`config.mk`:
```
export PLATFORM = sky130hd
export DESIGN_NAME = sensor_calibrate_scale_conditioner
export DESIGN_NICKNAME = d
export VERILOG_FILES = /design/src/scs_pkg.sv /design/src/sensor_calibrate_scale_conditioner.sv /design/src/scs_front.sv /design/src/scs_fifo.sv /design/src/scs_div.sv /design/src/scs_back.sv
export SDC_FILE = /design/constraint.sdc
export NUM_CORES = 2
export LEC_CHECK = 0
export CAP_MARGIN = 40
export CORE_MARGIN = 10
export CORE_UTILIZATION = 40
export CTS_CLUSTER_DIAMETER = 200
export CTS_CLUSTER_SIZE = 30
export DETAILED_ROUTE_END_ITERATION = 10
export DONT_BUFFER_PORTS = 1
export PLACE_DENSITY = 0.52
export SLEW_MARGIN = 20
export SYNTH_ARGS = -nofsm -noshare
export SYNTH_HDL_FRONTEND = slang
export SYNTH_SLANG_ARGS = --single-unit
```
`constraint.sdc`:
```
create_clock -name clk -period 12.1 [get_ports clk]
set_input_delay 0 -clock clk [delete_from_list [all_inputs] [get_ports clk]]
set_output_delay 0 -clock clk [all_outputs]
set_load 0.005 [all_outputs]
```
`src/scs_pkg.sv`:
```
// Shared types, constants and register codes for the sensor conditioner.
// No dependencies; imported by every module of the block.
`timescale 1ns / 1ps
package scs_pkg;

  localparam int unsigned SENSORS_DEF = 8;
  // Calibration build options.
  localparam bit EXACT_SENSE = 1'b0;
  localparam bit SENSE_NEEDS_PEDAL = 1'b0;

  localparam int unsigned CFG_W = 64;
  localparam int unsigned CFG_IDX_W = 3;
  localparam int unsigned QDEPTH = 2;

  localparam logic [9:0] SMP_MAX = 10'd1023;
  localparam logic [9:0] MIN_RST = 10'd64;
  localparam logic [9:0] MAX_RST = 10'd880;
  localparam logic [7:0] FAC_RST = 8'd4;
  localparam logic [7:0] EXACT_DIV = 8'd127;
  localparam logic [55:0] SCALE_TO_RST = 56'hFF_FFFF_FFFF_FFFF;

  typedef enum logic [2:0] {
    REG_ENABLE   = 3'd0,
    REG_RELEASE  = 3'd1,
    REG_INVERT   = 3'd2,
    REG_PEDAL    = 3'd3,
    REG_AUTOSENS = 3'd4,
    REG_SLOWDOWN = 3'd5,
    REG_FROM     = 3'd6,
    REG_TO       = 3'd7
  } reg_idx_t;

  typedef enum logic [1:0] {
    ST_SENT  = 2'd0,
    ST_ABORT = 2'd1,
    ST_BELOW = 2'd2,
    ST_CAL   = 2'd3
  } status_t;

  typedef enum logic [1:0] {
    MODE_OFF = 2'd0,
    MODE_MIN = 2'd1,
    MODE_MAX = 2'd2,
    MODE_RECALC = 2'd3
  } mode_t;

  typedef struct packed {
    logic [7:0]  enable;
    logic [7:0]  rel_mask;
    logic [7:0]  invert;
    logic [7:0]  pedal_gate;
    logic [15:0] autosense;
    logic [63:0] slowdown;
    logic [55:0] scale_from;
    logic [55:0] scale_to;
  } cfg_t;

  typedef struct packed {
    logic [2:0] ch;
    logic [9:0] smp;
    logic       pedal;
    logic       drop;
  } item_t;

  typedef struct packed {
    logic        start;
    logic [15:0] dividend;
    logic [7:0]  divisor;
  } div_req_t;

endpackage

```
`src/sensor_calibrate_scale_conditioner.sv`:
```
// Top level of the sensor calibrate / scale conditioner: configuration
// registers and the front, queue, divider and back end. Depends on scs_pkg.
//
//   channel | ports                                   | handshake
//   --------+-----------------------------------------+---------------------
//   input   | in_sensor_index, in_sample, in_pedal_up | in_valid / in_ready
//   result  | out_status, out_value                   | out_valid / out_ready
//   config  | cfg_index, cfg_wdata                    | cfg_we, no wait
//
// The back end works one item at a time, in steps: pop, evaluate, scale
// multiply, range check, result transfer; items that end at evaluation skip
// the scale multiply and range check. No item is popped while a result
// waits. A divide factor other than 0, 1, 2, 4, 8 or 16 adds a pass through
// the serial 16-bit divider before the scale multiply.
// Reset is synchronous; it restores the register defaults and the per-sensor
// tables at once. While a result stalls, the two-entry queue fills up.
`timescale 1ns / 1ps
module sensor_calibrate_scale_conditioner import scs_pkg::*; #(
  parameter int unsigned SENSORS = SENSORS_DEF
) (
  input  logic                 clk,
  input  logic                 rst_n,
  input  logic                 in_valid,
  output logic                 in_ready,
  input  logic [2:0]           in_sensor_index,
  input  logic [9:0]           in_sample,
  input  logic                 in_pedal_up,
  output logic                 out_valid,
  input  logic                 out_ready,
  output logic [1:0]           out_status,
  output logic [6:0]           out_value,
  input  logic                 cfg_we,
  input  logic [CFG_IDX_W-1:0] cfg_index,
  input  logic [CFG_W-1:0]     cfg_wdata
);

  cfg_t        cfg_r;
  logic        push_valid, push_ready, q_valid, q_pop;
  item_t       push_item, q_item;
  div_req_t    div_req;
  logic        div_done;
  logic [15:0] div_quot;

  // Register write: take the low bits of the data for narrow registers.
  always_ff @(posedge clk) begin
    if (!rst_n) begin
      cfg_r.enable       <= 8'd15;
      cfg_r.rel_mask     <= 8'd15;
      cfg_r.invert       <= '0;
      cfg_r.pedal_gate   <= '0;
      cfg_r.autosense    <= '0;
      cfg_r.slowdown     <= '0;
      cfg_r.scale_from   <= '0;
      cfg_r.scale_to     <= SCALE_TO_RST;
    end else if (cfg_we) begin
      case (reg_idx_t'(cfg_index))
        REG_ENABLE:   cfg_r.enable       <= cfg_wdata[7:0];
        REG_RELEASE:  cfg_r.rel_mask     <= cfg_wdata[7:0];
        REG_INVERT:   cfg_r.invert       <= cfg_wdata[7:0];
        REG_PEDAL:    cfg_r.pedal_gate   <= cfg_wdata[7:0];
        REG_AUTOSENS: cfg_r.autosense    <= cfg_wdata[15:0];
        REG_SLOWDOWN: cfg_r.slowdown     <= cfg_wdata;
        REG_FROM:     cfg_r.scale_from   <= cfg_wdata[55:0];
        REG_TO:       cfg_r.scale_to     <= cfg_wdata[55:0];
        default:      cfg_r.enable       <= cfg_r.enable;
      endcase
    end
  end

  // Classify each transfer: drop disabled, out-of-range or pedal-gated ones.
  scs_front #(.SENSORS(SENSORS)) u_front (
    .in_valid        (in_valid),
    .in_ready        (in_ready),
    .in_sensor_index (in_sensor_index),
    .in_sample       (in_sample),
    .in_pedal_up     (in_pedal_up),
    .cfg             (cfg_r),
    .push_valid      (push_valid),
    .push_ready      (push_ready),
    .push_item       (push_item)
  );

  // Decouple front and back so either side can stall.
  scs_fifo u_fifo (
    .clk        (clk),
    .rst_n      (rst_n),
    .push_valid (push_valid),
    .push_ready (push_ready),
    .push_item  (push_item),
    .pop_valid  (q_valid),
    .pop        (q_pop),
    .pop_item   (q_item)
  );

  // Divider for divide factors other than 0, 1, 2, 4, 8 and 16.
  scs_div u_div (
    .clk   (clk),
    .rst_n (rst_n),
    .req   (div_req),
    .done  (div_done),
    .quot  (div_quot)
  );

  // Carry out calibration or conditioning and hold the result register.
  scs_back #(.SENSORS(SENSORS)) u_back (
    .clk        (clk),
    .rst_n      (rst_n),
    .cfg        (cfg_r),
    .q_valid    (q_valid),
    .q_item     (q_item),
    .q_pop      (q_pop),
    .div_req    (div_req),
    .div_done   (div_done),
    .div_quot   (div_quot),
    .out_valid  (out_valid),
    .out_ready  (out_ready),
    .out_status (out_status),
    .out_value  (out_value)
  );

endmodule

```
`src/scs_front.sv`:
```
// Front end: accepts input transfers and classifies them as drop or process.
// Depends on scs_pkg.
`timescale 1ns / 1ps
module scs_front import scs_pkg::*; #(
  parameter int unsigned SENSORS = SENSORS_DEF
) (
  input  logic       in_valid,
  output logic       in_ready,
  input  logic [2:0] in_sensor_index,
  input  logic [9:0] in_sample,
  input  logic       in_pedal_up,
  input  cfg_t       cfg,
  output logic       push_valid,
  input  logic       push_ready,
  output item_t      push_item
);

  logic out_of_range;

  assign out_of_range = {1'b0, in_sensor_index} >= 4'(SENSORS);

  always_comb begin
    push_item.ch    = in_sensor_index;
    push_item.smp   = in_sample;
    push_item.pedal = in_pedal_up;
    push_item.drop  = out_of_range || !cfg.enable[in_sensor_index] ||
                      (cfg.pedal_gate[in_sensor_index] && in_pedal_up);
  end

  assign push_valid = in_valid;
  assign in_ready   = push_ready;

endmodule

```
`src/scs_fifo.sv`:
```
// Short item queue between front and back end.
// Depends on scs_pkg.
`timescale 1ns / 1ps
module scs_fifo import scs_pkg::*; (
  input  logic  clk,
  input  logic  rst_n,
  input  logic  push_valid,
  output logic  push_ready,
  input  item_t push_item,
  output logic  pop_valid,
  input  logic  pop,
  output item_t pop_item
);

  localparam int unsigned PTR_W = $clog2(QDEPTH);

  item_t             mem_r [QDEPTH];
  logic [PTR_W-1:0]  wr_ptr_r, rd_ptr_r;
  logic [PTR_W:0]    cnt_r, cnt_nxt;
  logic              do_push, do_pop;

  assign push_ready = cnt_r != (PTR_W+1)'(QDEPTH);
  assign pop_valid  = cnt_r != '0;
  assign do_push    = push_valid && push_ready;
  assign do_pop     = pop && pop_valid;
  assign pop_item   = mem_r[rd_ptr_r];

  always_comb begin
    cnt_nxt = cnt_r;
    if (do_push && !do_pop) begin
      cnt_nxt = cnt_r + 1'b1;
    end else if (do_pop && !do_push) begin
      cnt_nxt = cnt_r - 1'b1;
    end
  end

  always_ff @(posedge clk) begin
    if (!rst_n) begin
      wr_ptr_r <= '0;
      rd_ptr_r <= '0;
      cnt_r    <= '0;
    end else begin
      cnt_r <= cnt_nxt;
      if (do_push) begin
        wr_ptr_r <= (wr_ptr_r == PTR_W'(QDEPTH-1)) ? '0 : wr_ptr_r + 1'b1;
      end
      if (do_pop) begin
        rd_ptr_r <= (rd_ptr_r == PTR_W'(QDEPTH-1)) ? '0 : rd_ptr_r + 1'b1;
      end
    end
  end

  always_ff @(posedge clk) begin
    if (do_push) begin
      mem_r[wr_ptr_r] <= push_item;
    end
  end

endmodule

```
`src/scs_div.sv`:
```
// Restoring serial divider, one quotient bit per cycle (16 bits by 8 bits).
// Depends on scs_pkg.
`timescale 1ns / 1ps
module scs_div import scs_pkg::*; (
  input  logic        clk,
  input  logic        rst_n,
  input  div_req_t    req,
  output logic        done,
  output logic [15:0] quot
);

  logic [15:0] q_r;
  logic [7:0]  rem_r;
  logic [7:0]  d_r;
  logic [4:0]  cnt_r;
  logic        busy_r, done_r;
  logic [8:0]  trial;
  logic        fits;

  assign trial = {rem_r, q_r[15]};
  assign fits  = trial >= {1'b0, d_r};
  assign done  = done_r;
  assign quot  = q_r;

  always_ff @(posedge clk) begin
    if (!rst_n) begin
      busy_r <= 1'b0;
      done_r <= 1'b0;
      cnt_r  <= '0;
    end else begin
      done_r <= 1'b0;
      if (req.start) begin
        busy_r <= 1'b1;
        cnt_r  <= 5'd16;
      end else if (busy_r) begin
        cnt_r <= cnt_r - 1'b1;
        if (cnt_r == 5'd1) begin
          busy_r <= 1'b0;
          done_r <= 1'b1;
        end
      end
    end
  end

  always_ff @(posedge clk) begin
    if (req.start) begin
      q_r   <= req.dividend;
      rem_r <= '0;
      d_r   <= req.divisor;
    end else if (busy_r) begin
      q_r   <= {q_r[14:0], fits};
      rem_r <= fits ? 8'(trial - {1'b0, d_r}) : trial[7:0];
    end
  end

endmodule

```
`src/scs_back.sv`:
```
// Back end: per-sensor state, calibration, conditioning, scaling, result register.
// Depends on scs_pkg; drives the scs_div unit.
`timescale 1ns / 1ps
module scs_back import scs_pkg::*; #(
  parameter int unsigned SENSORS = SENSORS_DEF
) (
  input  logic        clk,
  input  logic        rst_n,
  input  cfg_t        cfg,
  input  logic        q_valid,
  input  item_t       q_item,
  output logic        q_pop,
  output div_req_t    div_req,
  input  logic        div_done,
  input  logic [15:0] div_quot,
  output logic        out_valid,
  input  logic        out_ready,
  output logic [1:0]  out_status,
  output logic [6:0]  out_value
);

  localparam int unsigned CH_W = (SENSORS > 1) ? $clog2(SENSORS) : 1;

  typedef enum logic [4:0] {
    B_IDLE  = 5'b00001,
    B_EVAL  = 5'b00010,
    B_DIV   = 5'b00100,
    B_SCALE = 5'b01000,
    B_CHECK = 5'b10000
  } bstate_t;

  bstate_t     state_r, state_nxt;
  item_t       item_r, item_nxt;
  logic [7:0]  v8_r, v8_nxt;
  logic [14:0] prod_r, prod_nxt;
  logic [9:0]  min_r [SENSORS], min_nxt [SENSORS];
  logic [9:0]  max_r [SENSORS], max_nxt [SENSORS];
  logic [7:0]  fac_r [SENSORS], fac_nxt [SENSORS];
  logic [7:0]  last_r [SENSORS], last_nxt [SENSORS];
  logic [7:0]  cnt_r [SENSORS], cnt_nxt [SENSORS];
  logic        ov_r, ov_nxt;
  status_t     ost_r, ost_nxt;
  logic [6:0]  oval_r, oval_nxt;

  logic [CH_W-1:0] idx;
  logic [2:0]  ch;
  logic [7:0]  slow, cnt_inc;
  mode_t       mode;
  logic [6:0]  from, to;
  logic [9:0]  cur_min, cur_max, new_min, new_max, rng, smp_c;
  logic [15:0] v16;
  logic [7:0]  fac, vn, pow_fac, exact_fac;

  assign ch      = item_r.ch;
  assign idx     = ch[CH_W-1:0];
  assign slow    = cfg.slowdown[{ch, 3'b000} +: 8];
  assign mode    = mode_t'(cfg.autosense[{ch, 1'b0} +: 2]);
  assign from    = cfg.scale_from[int'(ch) * 7 +: 7];
  assign to      = cfg.scale_to[int'(ch) * 7 +: 7];
  assign cur_min = min_r[idx];
  assign cur_max = max_r[idx];
  assign fac     = fac_r[idx];
  assign cnt_inc = cnt_r[idx] + 8'd1;
  assign new_min = (mode == MODE_MIN) ? item_r.smp : cur_min;
  assign new_max = (mode == MODE_MAX) ? item_r.smp : cur_max;
  assign rng     = new_max - new_min;
  assign smp_c   = cfg.invert[ch] ? SMP_MAX - item_r.smp : item_r.smp;
  assign v16     = {6'b0, smp_c} - {6'b0, cur_min};
  assign vn      = 8'({1'b0, from}) + prod_r[14:7];

  always_comb begin
    if (rng < 10'd128) begin
      pow_fac = 8'd1;
    end else if (rng < 10'd256) begin
      pow_fac = 8'd2;
    end else if (rng < 10'd512) begin
      pow_fac = 8'd4;
    end else begin
      pow_fac = 8'd8;
    end
  end

  // Range / 127 by counting the multiples it reaches; the range stays below 1024.
  always_comb begin
    exact_fac = 8'd0;
    for (int k = 1; k <= 8; k++) begin
      if ({1'b0, rng} >= 11'(k * int'(EXACT_DIV))) begin
        exact_fac = exact_fac + 8'd1;
      end
    end
    if (exact_fac == 8'd0) begin
      exact_fac = 8'd1;
    end
  end

  assign q_pop      = (state_r == B_IDLE) && q_valid && !ov_r;
  assign out_valid  = ov_r;
  assign out_status = ost_r;
  assign out_value  = oval_r;

  always_comb begin
    state_nxt = state_r;
    item_nxt  = item_r;
    v8_nxt    = v8_r;
    prod_nxt  = prod_r;
    min_nxt   = min_r;
    max_nxt   = max_r;
    fac_nxt   = fac_r;
    last_nxt  = last_r;
    cnt_nxt   = cnt_r;
    ov_nxt    = ov_r && !out_ready;
    ost_nxt   = ost_r;
    oval_nxt  = oval_r;
    div_req.start    = 1'b0;
    div_req.dividend = v16;
    div_req.divisor  = fac;

    case (state_r)
      B_IDLE: begin
        if (q_pop) begin
          item_nxt  = q_item;
          state_nxt = B_EVAL;
        end
      end
      B_EVAL: begin
        state_nxt = B_IDLE;
        ov_nxt    = 1'b1;
        ost_nxt   = ST_ABORT;
        oval_nxt  = '0;
        if (!item_r.drop) begin
          if (slow != 8'd0) begin
            cnt_nxt[idx] = (cnt_inc >= slow) ? 8'd0 : cnt_inc;
          end
          if (slow != 8'd0 && cnt_inc < slow) begin
            ost_nxt = ST_ABORT;
          end else if (mode != MODE_OFF) begin
            ost_nxt = ST_CAL;
            if (!(SENSE_NEEDS_PEDAL && item_r.pedal)) begin
              min_nxt[idx] = new_min;
              max_nxt[idx] = new_max;
              if (new_min > new_max) begin
                min_nxt[idx] = new_max;
                fac_nxt[idx] = 8'd1;
              end else if (EXACT_SENSE) begin
                fac_nxt[idx] = exact_fac;
              end else begin
                fac_nxt[idx] = pow_fac;
              end
            end
          end else if (item_r.smp < cur_min) begin
            if (cfg.rel_mask[ch] && last_r[idx] != 8'd0) begin
              last_nxt[idx] = 8'd0;
              ost_nxt = ST_SENT;
            end else begin
              ost_nxt = ST_BELOW;
            end
          end else if (item_r.smp > cur_max) begin
            ost_nxt = ST_ABORT;
          end else begin
            ov_nxt    = 1'b0;
            state_nxt = B_SCALE;
            case (fac)
              8'd0, 8'd1: v8_nxt = v16[7:0];
              8'd2:       v8_nxt = v16[8:1];
              8'd4:       v8_nxt = v16[9:2];
              8'd8:       v8_nxt = v16[10:3];
              8'd16:      v8_nxt = v16[11:4];
              default: begin
                div_req.start = 1'b1;
                state_nxt     = B_DIV;
              end
            endcase
          end
        end
      end
      B_DIV: begin
        if (div_done) begin
          v8_nxt    = div_quot[7:0];
          state_nxt = B_SCALE;
        end
      end
      B_SCALE: begin
        if (to < from) begin
          ov_nxt    = 1'b1;
          ost_nxt   = ST_ABORT;
          oval_nxt  = '0;
          state_nxt = B_IDLE;
        end else begin
          prod_nxt  = 15'(v8_r * (to - from));
          state_nxt = B_CHECK;
        end
      end
      B_CHECK: begin
        ov_nxt    = 1'b1;
        ost_nxt   = ST_ABORT;
        oval_nxt  = '0;
        state_nxt = B_IDLE;
        if (vn >= {1'b0, from} && vn <= {1'b0, to} && vn != last_r[idx]) begin
          last_nxt[idx] = vn;
          ost_nxt  = ST_SENT;
          oval_nxt = vn[6:0];
        end
      end
      default: begin
        state_nxt = B_IDLE;
      end
    endcase
  end

  always_ff @(posedge clk) begin
    if (!rst_n) begin
      state_r <= B_IDLE;
      ov_r    <= 1'b0;
      for (int i = 0; i < int'(SENSORS); i++) begin
        min_r[i]  <= MIN_RST;
        max_r[i]  <= MAX_RST;
        fac_r[i]  <= FAC_RST;
        last_r[i] <= '0;
        cnt_r[i]  <= '0;
      end
    end else begin
      state_r <= state_nxt;
      ov_r    <= ov_nxt;
      min_r   <= min_nxt;
      max_r   <= max_nxt;
      fac_r   <= fac_nxt;
      last_r  <= last_nxt;
      cnt_r   <= cnt_nxt;
    end
  end

  always_ff @(posedge clk) begin
    item_r <= item_nxt;
    v8_r   <= v8_nxt;
    prod_r <= prod_nxt;
    ost_r  <= ost_nxt;
    oval_r <= oval_nxt;
  end

endmodule

```
# After elaboration in Yosys (flattened, before gate mapping)
# Memories as Yosys holds them, arrays and structs flattened. A register that Yosys moved wholly into a read port is not among the register bits.
# Index checks and enable logic that the tools add are counted.
# classes
n_addsub	12
multipliers	2
n_lt_le_gt_ge	16
eq_ne	34
shifts	4
n_mux	107
bitwise_logic	11
reduce_logical	50
# op_table
operator	count
$mux 64	7
$bwmux 80	3
$bwmux 64	3
$mux 8	17
$pmux 64 s2	1
$shiftx 56x32->7	2
$mux 10	8
$mux 80	1
$bmux 8 s3	3
$and 64x64->64	1
$not 64->64	1
$shiftx 64x7->8	1
$bmux 10 s3	2
$and 56x56->56	1
$not 56->56	1
$mux 5	10
$pmux 8 s5	1
$mux 16	2
$demux 10 s3	1
$mux 1	26
$demux 8 s3	1
$reduce_and 2->1	12
$pmux 7 s3	1
$gt 10x10->1	2
72 further kinds	128
# totals
ff_bits	657
ram_bits	30
inputBits	86
mem_count	1
# memory_table
memory	depth	word_bits	read_ports	rd_clocked_by_memory_dff	wr	line_no	text
u_fifo.mem_r	2	15	1	1	1	scs_fifo.sv:17	item_t mem_r [QDEPTH];

# Depth between registers and ports, before layout
# depth
ltp_word	14
ltp_mapped	38

# Cells and area by module
# Synthesis repeated with hierarchy kept, for this count alone.
# hier_totals
hier_cells	3624
hier_area_um2	34962.3
# by_module_without_submodules
mod	instances	cells_per_inst	area_each_um2	seq_area_each_um2
scs_back	1	2482	22570.4	8338.0
sensor_calibrate_scale_conditioner	1	864	8787.2	4484.3
scs_div	1	174	1989.4	1021.0
scs_fifo	1	71	1322.5	1001.0
scs_front	1	33	292.8	0.0

# Worst setup path before layout
# Ideal clock, no wire load.
# synth_timing
path_type	flip-flop to flip-flop
startpoint	register u_back.item_r, in the netlist u_back.ch[1]
endpoint	register u_back.prod_r[14], data pin
setup_ps	260
t_arrival_ps	8138
required_ps	11840
slack_ps	3702
stages_incl_launch_ff	37
period_less_slack_ps	8398
path_cell_list	edfxtp_1 -> buf_2 -> buf_6 -> buf_4 -> buf_6 -> buf_4 -> buf_2 -> nor3_1 -> clkbuf_1 -> buf_2 -> buf_2 -> buf_2 -> buf_1 -> a22oi_1 -> nand4_1 -> ha_1 -> inv_1 -> fa_1 -> a21o_1 -> a21oi_1 -> o21bai_1 -> a21oi_1 -> xnor2_1 -> and2_1 -> fa_1 -> fa_1 -> fa_1 -> inv_1 -> fa_1 -> inv_1 -> ha_1 -> o21a_1 -> o31a_1 -> o41a_1 -> and4_1 -> or3_1 -> xnor2_1
# synth_via
elab_chain_cells	4
elab_cells_between_ends	5
cone_classes	add/sub (1); mul (2); shift (2)
# synth_lines
item	line_no	text
start, declared	scs_back.sv:33	item_t item_r, item_nxt;
start signal, assigned	scs_back.sv:233	item_r <= item_nxt;
$mul 3x3->6 *	scs_back.sv:58, scs_back.sv:59	
$shiftx 56x32->7 (on tied branches)	scs_back.sv:59, scs_back.sv:58	
$sub 7x7->8 *	scs_back.sv:189	prod_nxt = 15'(v8_r * (to - from));
$mul 8x15->15 *	scs_back.sv:189	
end signal, assigned	scs_back.sv:235	prod_r <= prod_nxt;
end, declared	scs_back.sv:35	logic [14:0] prod_r, prod_nxt;
# Every way passes the cells marked *; elsewhere a longest branch is shown, timed or not.
# A chain may end at the register's enable or synchronous reset.

# Worst setup path in the final report
# Same ends and word-level chain as after synthesis.

==> results.cfg <==
[pwr]
total_power_mw = 12.3
p_per_area_mw_per_mm2 = 329
ir_drop_mv = 0.907
cellLeakagePower_nw = 14.0

[clocking]
cts_buffer_depth = 3
cts.repair.resized = 0
cts_setup_buffers = 0
clock_latency_ns = 0.67
clkTransAtPathRegs_ns = 0.13
numCtsBuffers = 27
cts.sinks = 692
cts_tree = done
h-tree-depth = 1
ctsHoldBuffers = 105
cts-root-buf = clkbuf_16

[logic_synthesis]
synth_nets = 4168
synthArstFlopShare_pct = 0
yosys.area.top_type_share_pct = 35.0
ys_seq_area_share_pct = 43.0
yosysWarnings = 0
synth_flop_cell = dfxtp_1
synthesis.instances = 3924
ys_seq_elements = 692
synth-edff-count = 91
syn_avg_cell_area_sq_um = 8.76
synth.area.top_cells = dfxtp_1 (35%), edfxtp_1 (7.9%), nand2_1 (7.5%)
ys_types = 85
yosysTopAreaCell = dfxtp_1
syn_area_sq_mm = 0.0344

[floorplanning]
die_x_um = 313
ios = 97
dieArea_sq_mm = 0.0981
initial_utilization_pct = 40.3
coreArea_sq_mm = 0.0853
die_height_um = 313
row_count = 107

[global_route]
busiest_layer = met2
grt_pass1_wl_um = 175000
met1_usage_pct = 32.0
grt.overflow.total = 0
grt_max_degree = 265
track_usage_pct = 22.6
antenna_found_initial = 5
grt_use_met3_pct = 3.48
grt_pass1_vias = 27100
grtUsageMet2_pct = 35.5

[setup_path]
endpoint_kind = flop
crit_slowest_cell = buf_4
crit_top_cell = fa_1
critPathMaxFanout = 41
start_kind = flop
cp.arrival_ns = 8.77
cp_data_required_time_ns = 12.53
slowest_delay_ns = 0.52
critical_path_class = flop to flop

[drt]
post_drt_wl_per_cell_um = 23.0
drc = 0
postRouteAntennaNets = 0
wirelength_um = 115000
drtIter0Drc = 3033
vias = 28700
first_pass_iters = 5
vias_per_cell = 5.71

[sta]
clock_skew_ns = 0.0571
slew_headroom_pct = 38.6
hold_slack_ns = -0.00792
finalSetupTns_ns = 0
fmax_mhz = 120
max_slew.worst_pin.slew_ns = 0.921
setup_viol = 0
setup_ws_ns = 3.76
finalMaxSlewViolations = 0
hold_viol = 3
period_minus_slack_ns = 8.34
fin_crit_sh_pct = 68.9
rsz0062_at_grt = false

[placed_design]
pre_cts_ws_ns = 3.81
gp_congestion = 0.859
port_buffers = 0
hpwl_um = 76000

[cells_and_area]
fillers = 8525
regArea_sq_mm = 0.0148
num-nets-final = 4104
area_growth_pct = 8.50
multi_input_area_sq_mm = 0.0178
postLayoutCoreUtil_pct = 43.7
drive_above_1_share_pct = 5.94

[outcome]
outcome = finished with violations
violations = negative hold slack

[flow_run]
max-cap-violations = 0

[min_path]
hp-class = input pin to flop
==> registers in the layout, indices dropped and copies added (netlist names), 3 cells and up, named ones only <==
signal	flops
u_back.last_r	64
u_back.v8_r	8
u_div.quot	16
u_div.d_r	8
u_fifo.mem_r	28
u_back.fac_r	64
u_back.ch	3
u_back.cnt_r	64
u_back.max_r	80
cfg_r	224
u_back.min_r	40
u_back.item_r	11
u_back.prod_r	8
u_back.out_value	7
u_back.state_r	5
u_div.rem_r	8
u_div.cnt_r	5
==> per-layer routing <==
metal,up-vias,routed length [um]
met4,0,3040
li1,13700,-
met5,-,0
met3,130,7530
met1,14000,53100
met2,881,51600
==> synth_stat cells (20+ instances only) <==
cell,n
mux2i_1,72
xnor2_1,54
a221oi_1,26
a21oi_1,319
a31oi_1,70
buf_2,40
edfxtp_1,91
fa_1,54
a21o_1,23
ha_1,104
nand2_1,690
nor2_1,186
clkbuf_1,182
o21a_1,27
a22oi_1,154
inv_1,206
nor2b_1,32
a221o_1,22
nor3_1,29
o21ai_0,138
nand3b_1,21
nand3_1,159
o31ai_1,40
o211ai_1,64
mux4_2,23
and4_1,20
and2_1,53
nand4_1,29
mux2_2,35
and3_1,44
buf_1,28
dfxtp_1,601
o21ai_1,33
==> final cells by class <==
cell class              count  share of cell area (%)
diodes                      4                  0.0268
flip-flops and latches    692                    39.6
clock inverters             2                   0.104
repair buffers            184                    4.75
multi-input cells        2746                    47.7
clock buffers              37                    1.91
well taps                1144                    3.84
inverters                 209                    2.12
==> report_power, final <==
part           internal [mW]  switching (mW)
logic                   3.36            4.84
registers               2.77           0.111
clock network          0.423           0.761
total                   6.55            5.71
==> critical path, delay by kind of cell (launching register included) <==
kind | cells | cell delay (ns)
fa+ha+maj | 7 | 2.84
buf+inv | 6 | 1.54
compound gates | 8 | 1.50
simple gates | 5 | 1.35
xor+xnor | 2 | 0.44
flops | 1 | 0.34
==> logic make-up (layout without fill, tap and decap cells) <==
group,after synthesis,count (layout),synth area share (%)
XOR/XNOR,73,73,1.86
AO/OA/AOI/OAI,1015,1015,19.0
other,0,4,0
adder cells (fa/ha/maj),158,158,6.93
multiplexers,137,137,4.98
buffers and inverters,486,432,5.86
flip-flops,692,692,43.0
AND/OR/NAND/NOR,1363,1363,18.5
==> cells in the final DEF, fill, tap and decap left out, types with 40 or more instances in the layout <==
| cell type | count |
|---|---|
| nand2_1 | 690 |
| dfxtp_1 | 601 |
| a21oi_1 | 319 |
| inv_1 | 205 |
| nor2_1 | 183 |
| nand3_1 | 157 |
| a22oi_1 | 154 |
| o21ai_0 | 138 |
| dlygate4sd3_1 | 105 |
| ha_1 | 104 |
| edfxtp_1 | 91 |
| mux2i_1 | 72 |
| a31oi_1 | 70 |
| buf_4 | 65 |
| o211ai_1 | 64 |
| xnor2_1 | 54 |
| fa_1 | 54 |
| and2_1 | 53 |
| and3_1 | 43 |
| o31ai_1 | 40 |
==> stage by stage <==
step | area, sq um | std cells
after CTS | 37200 | 5010
after detailed placement | 35400 | 4866
after floorplan | 34400 | 3924
after global placement | 35200 | 4853
after global routing | 37300 | 5015
final | 37300 | 5018
==> final timing paths <==
check	from	endpoint	slack, ns	depth (start not counted)
max	u_back.ch[1]	u_back.prod_r[14]	3.76	28
max reg2reg	u_back.ch[1]	u_back.prod_r[14]	3.76	28
min	in_valid	u_fifo.mem_r[1][13]	-0.008	1
min reg2reg	u_back.last_r[47]	u_back.last_r[47]	0.44	2
Note: power is estimated with default switching activity, not from simulation.
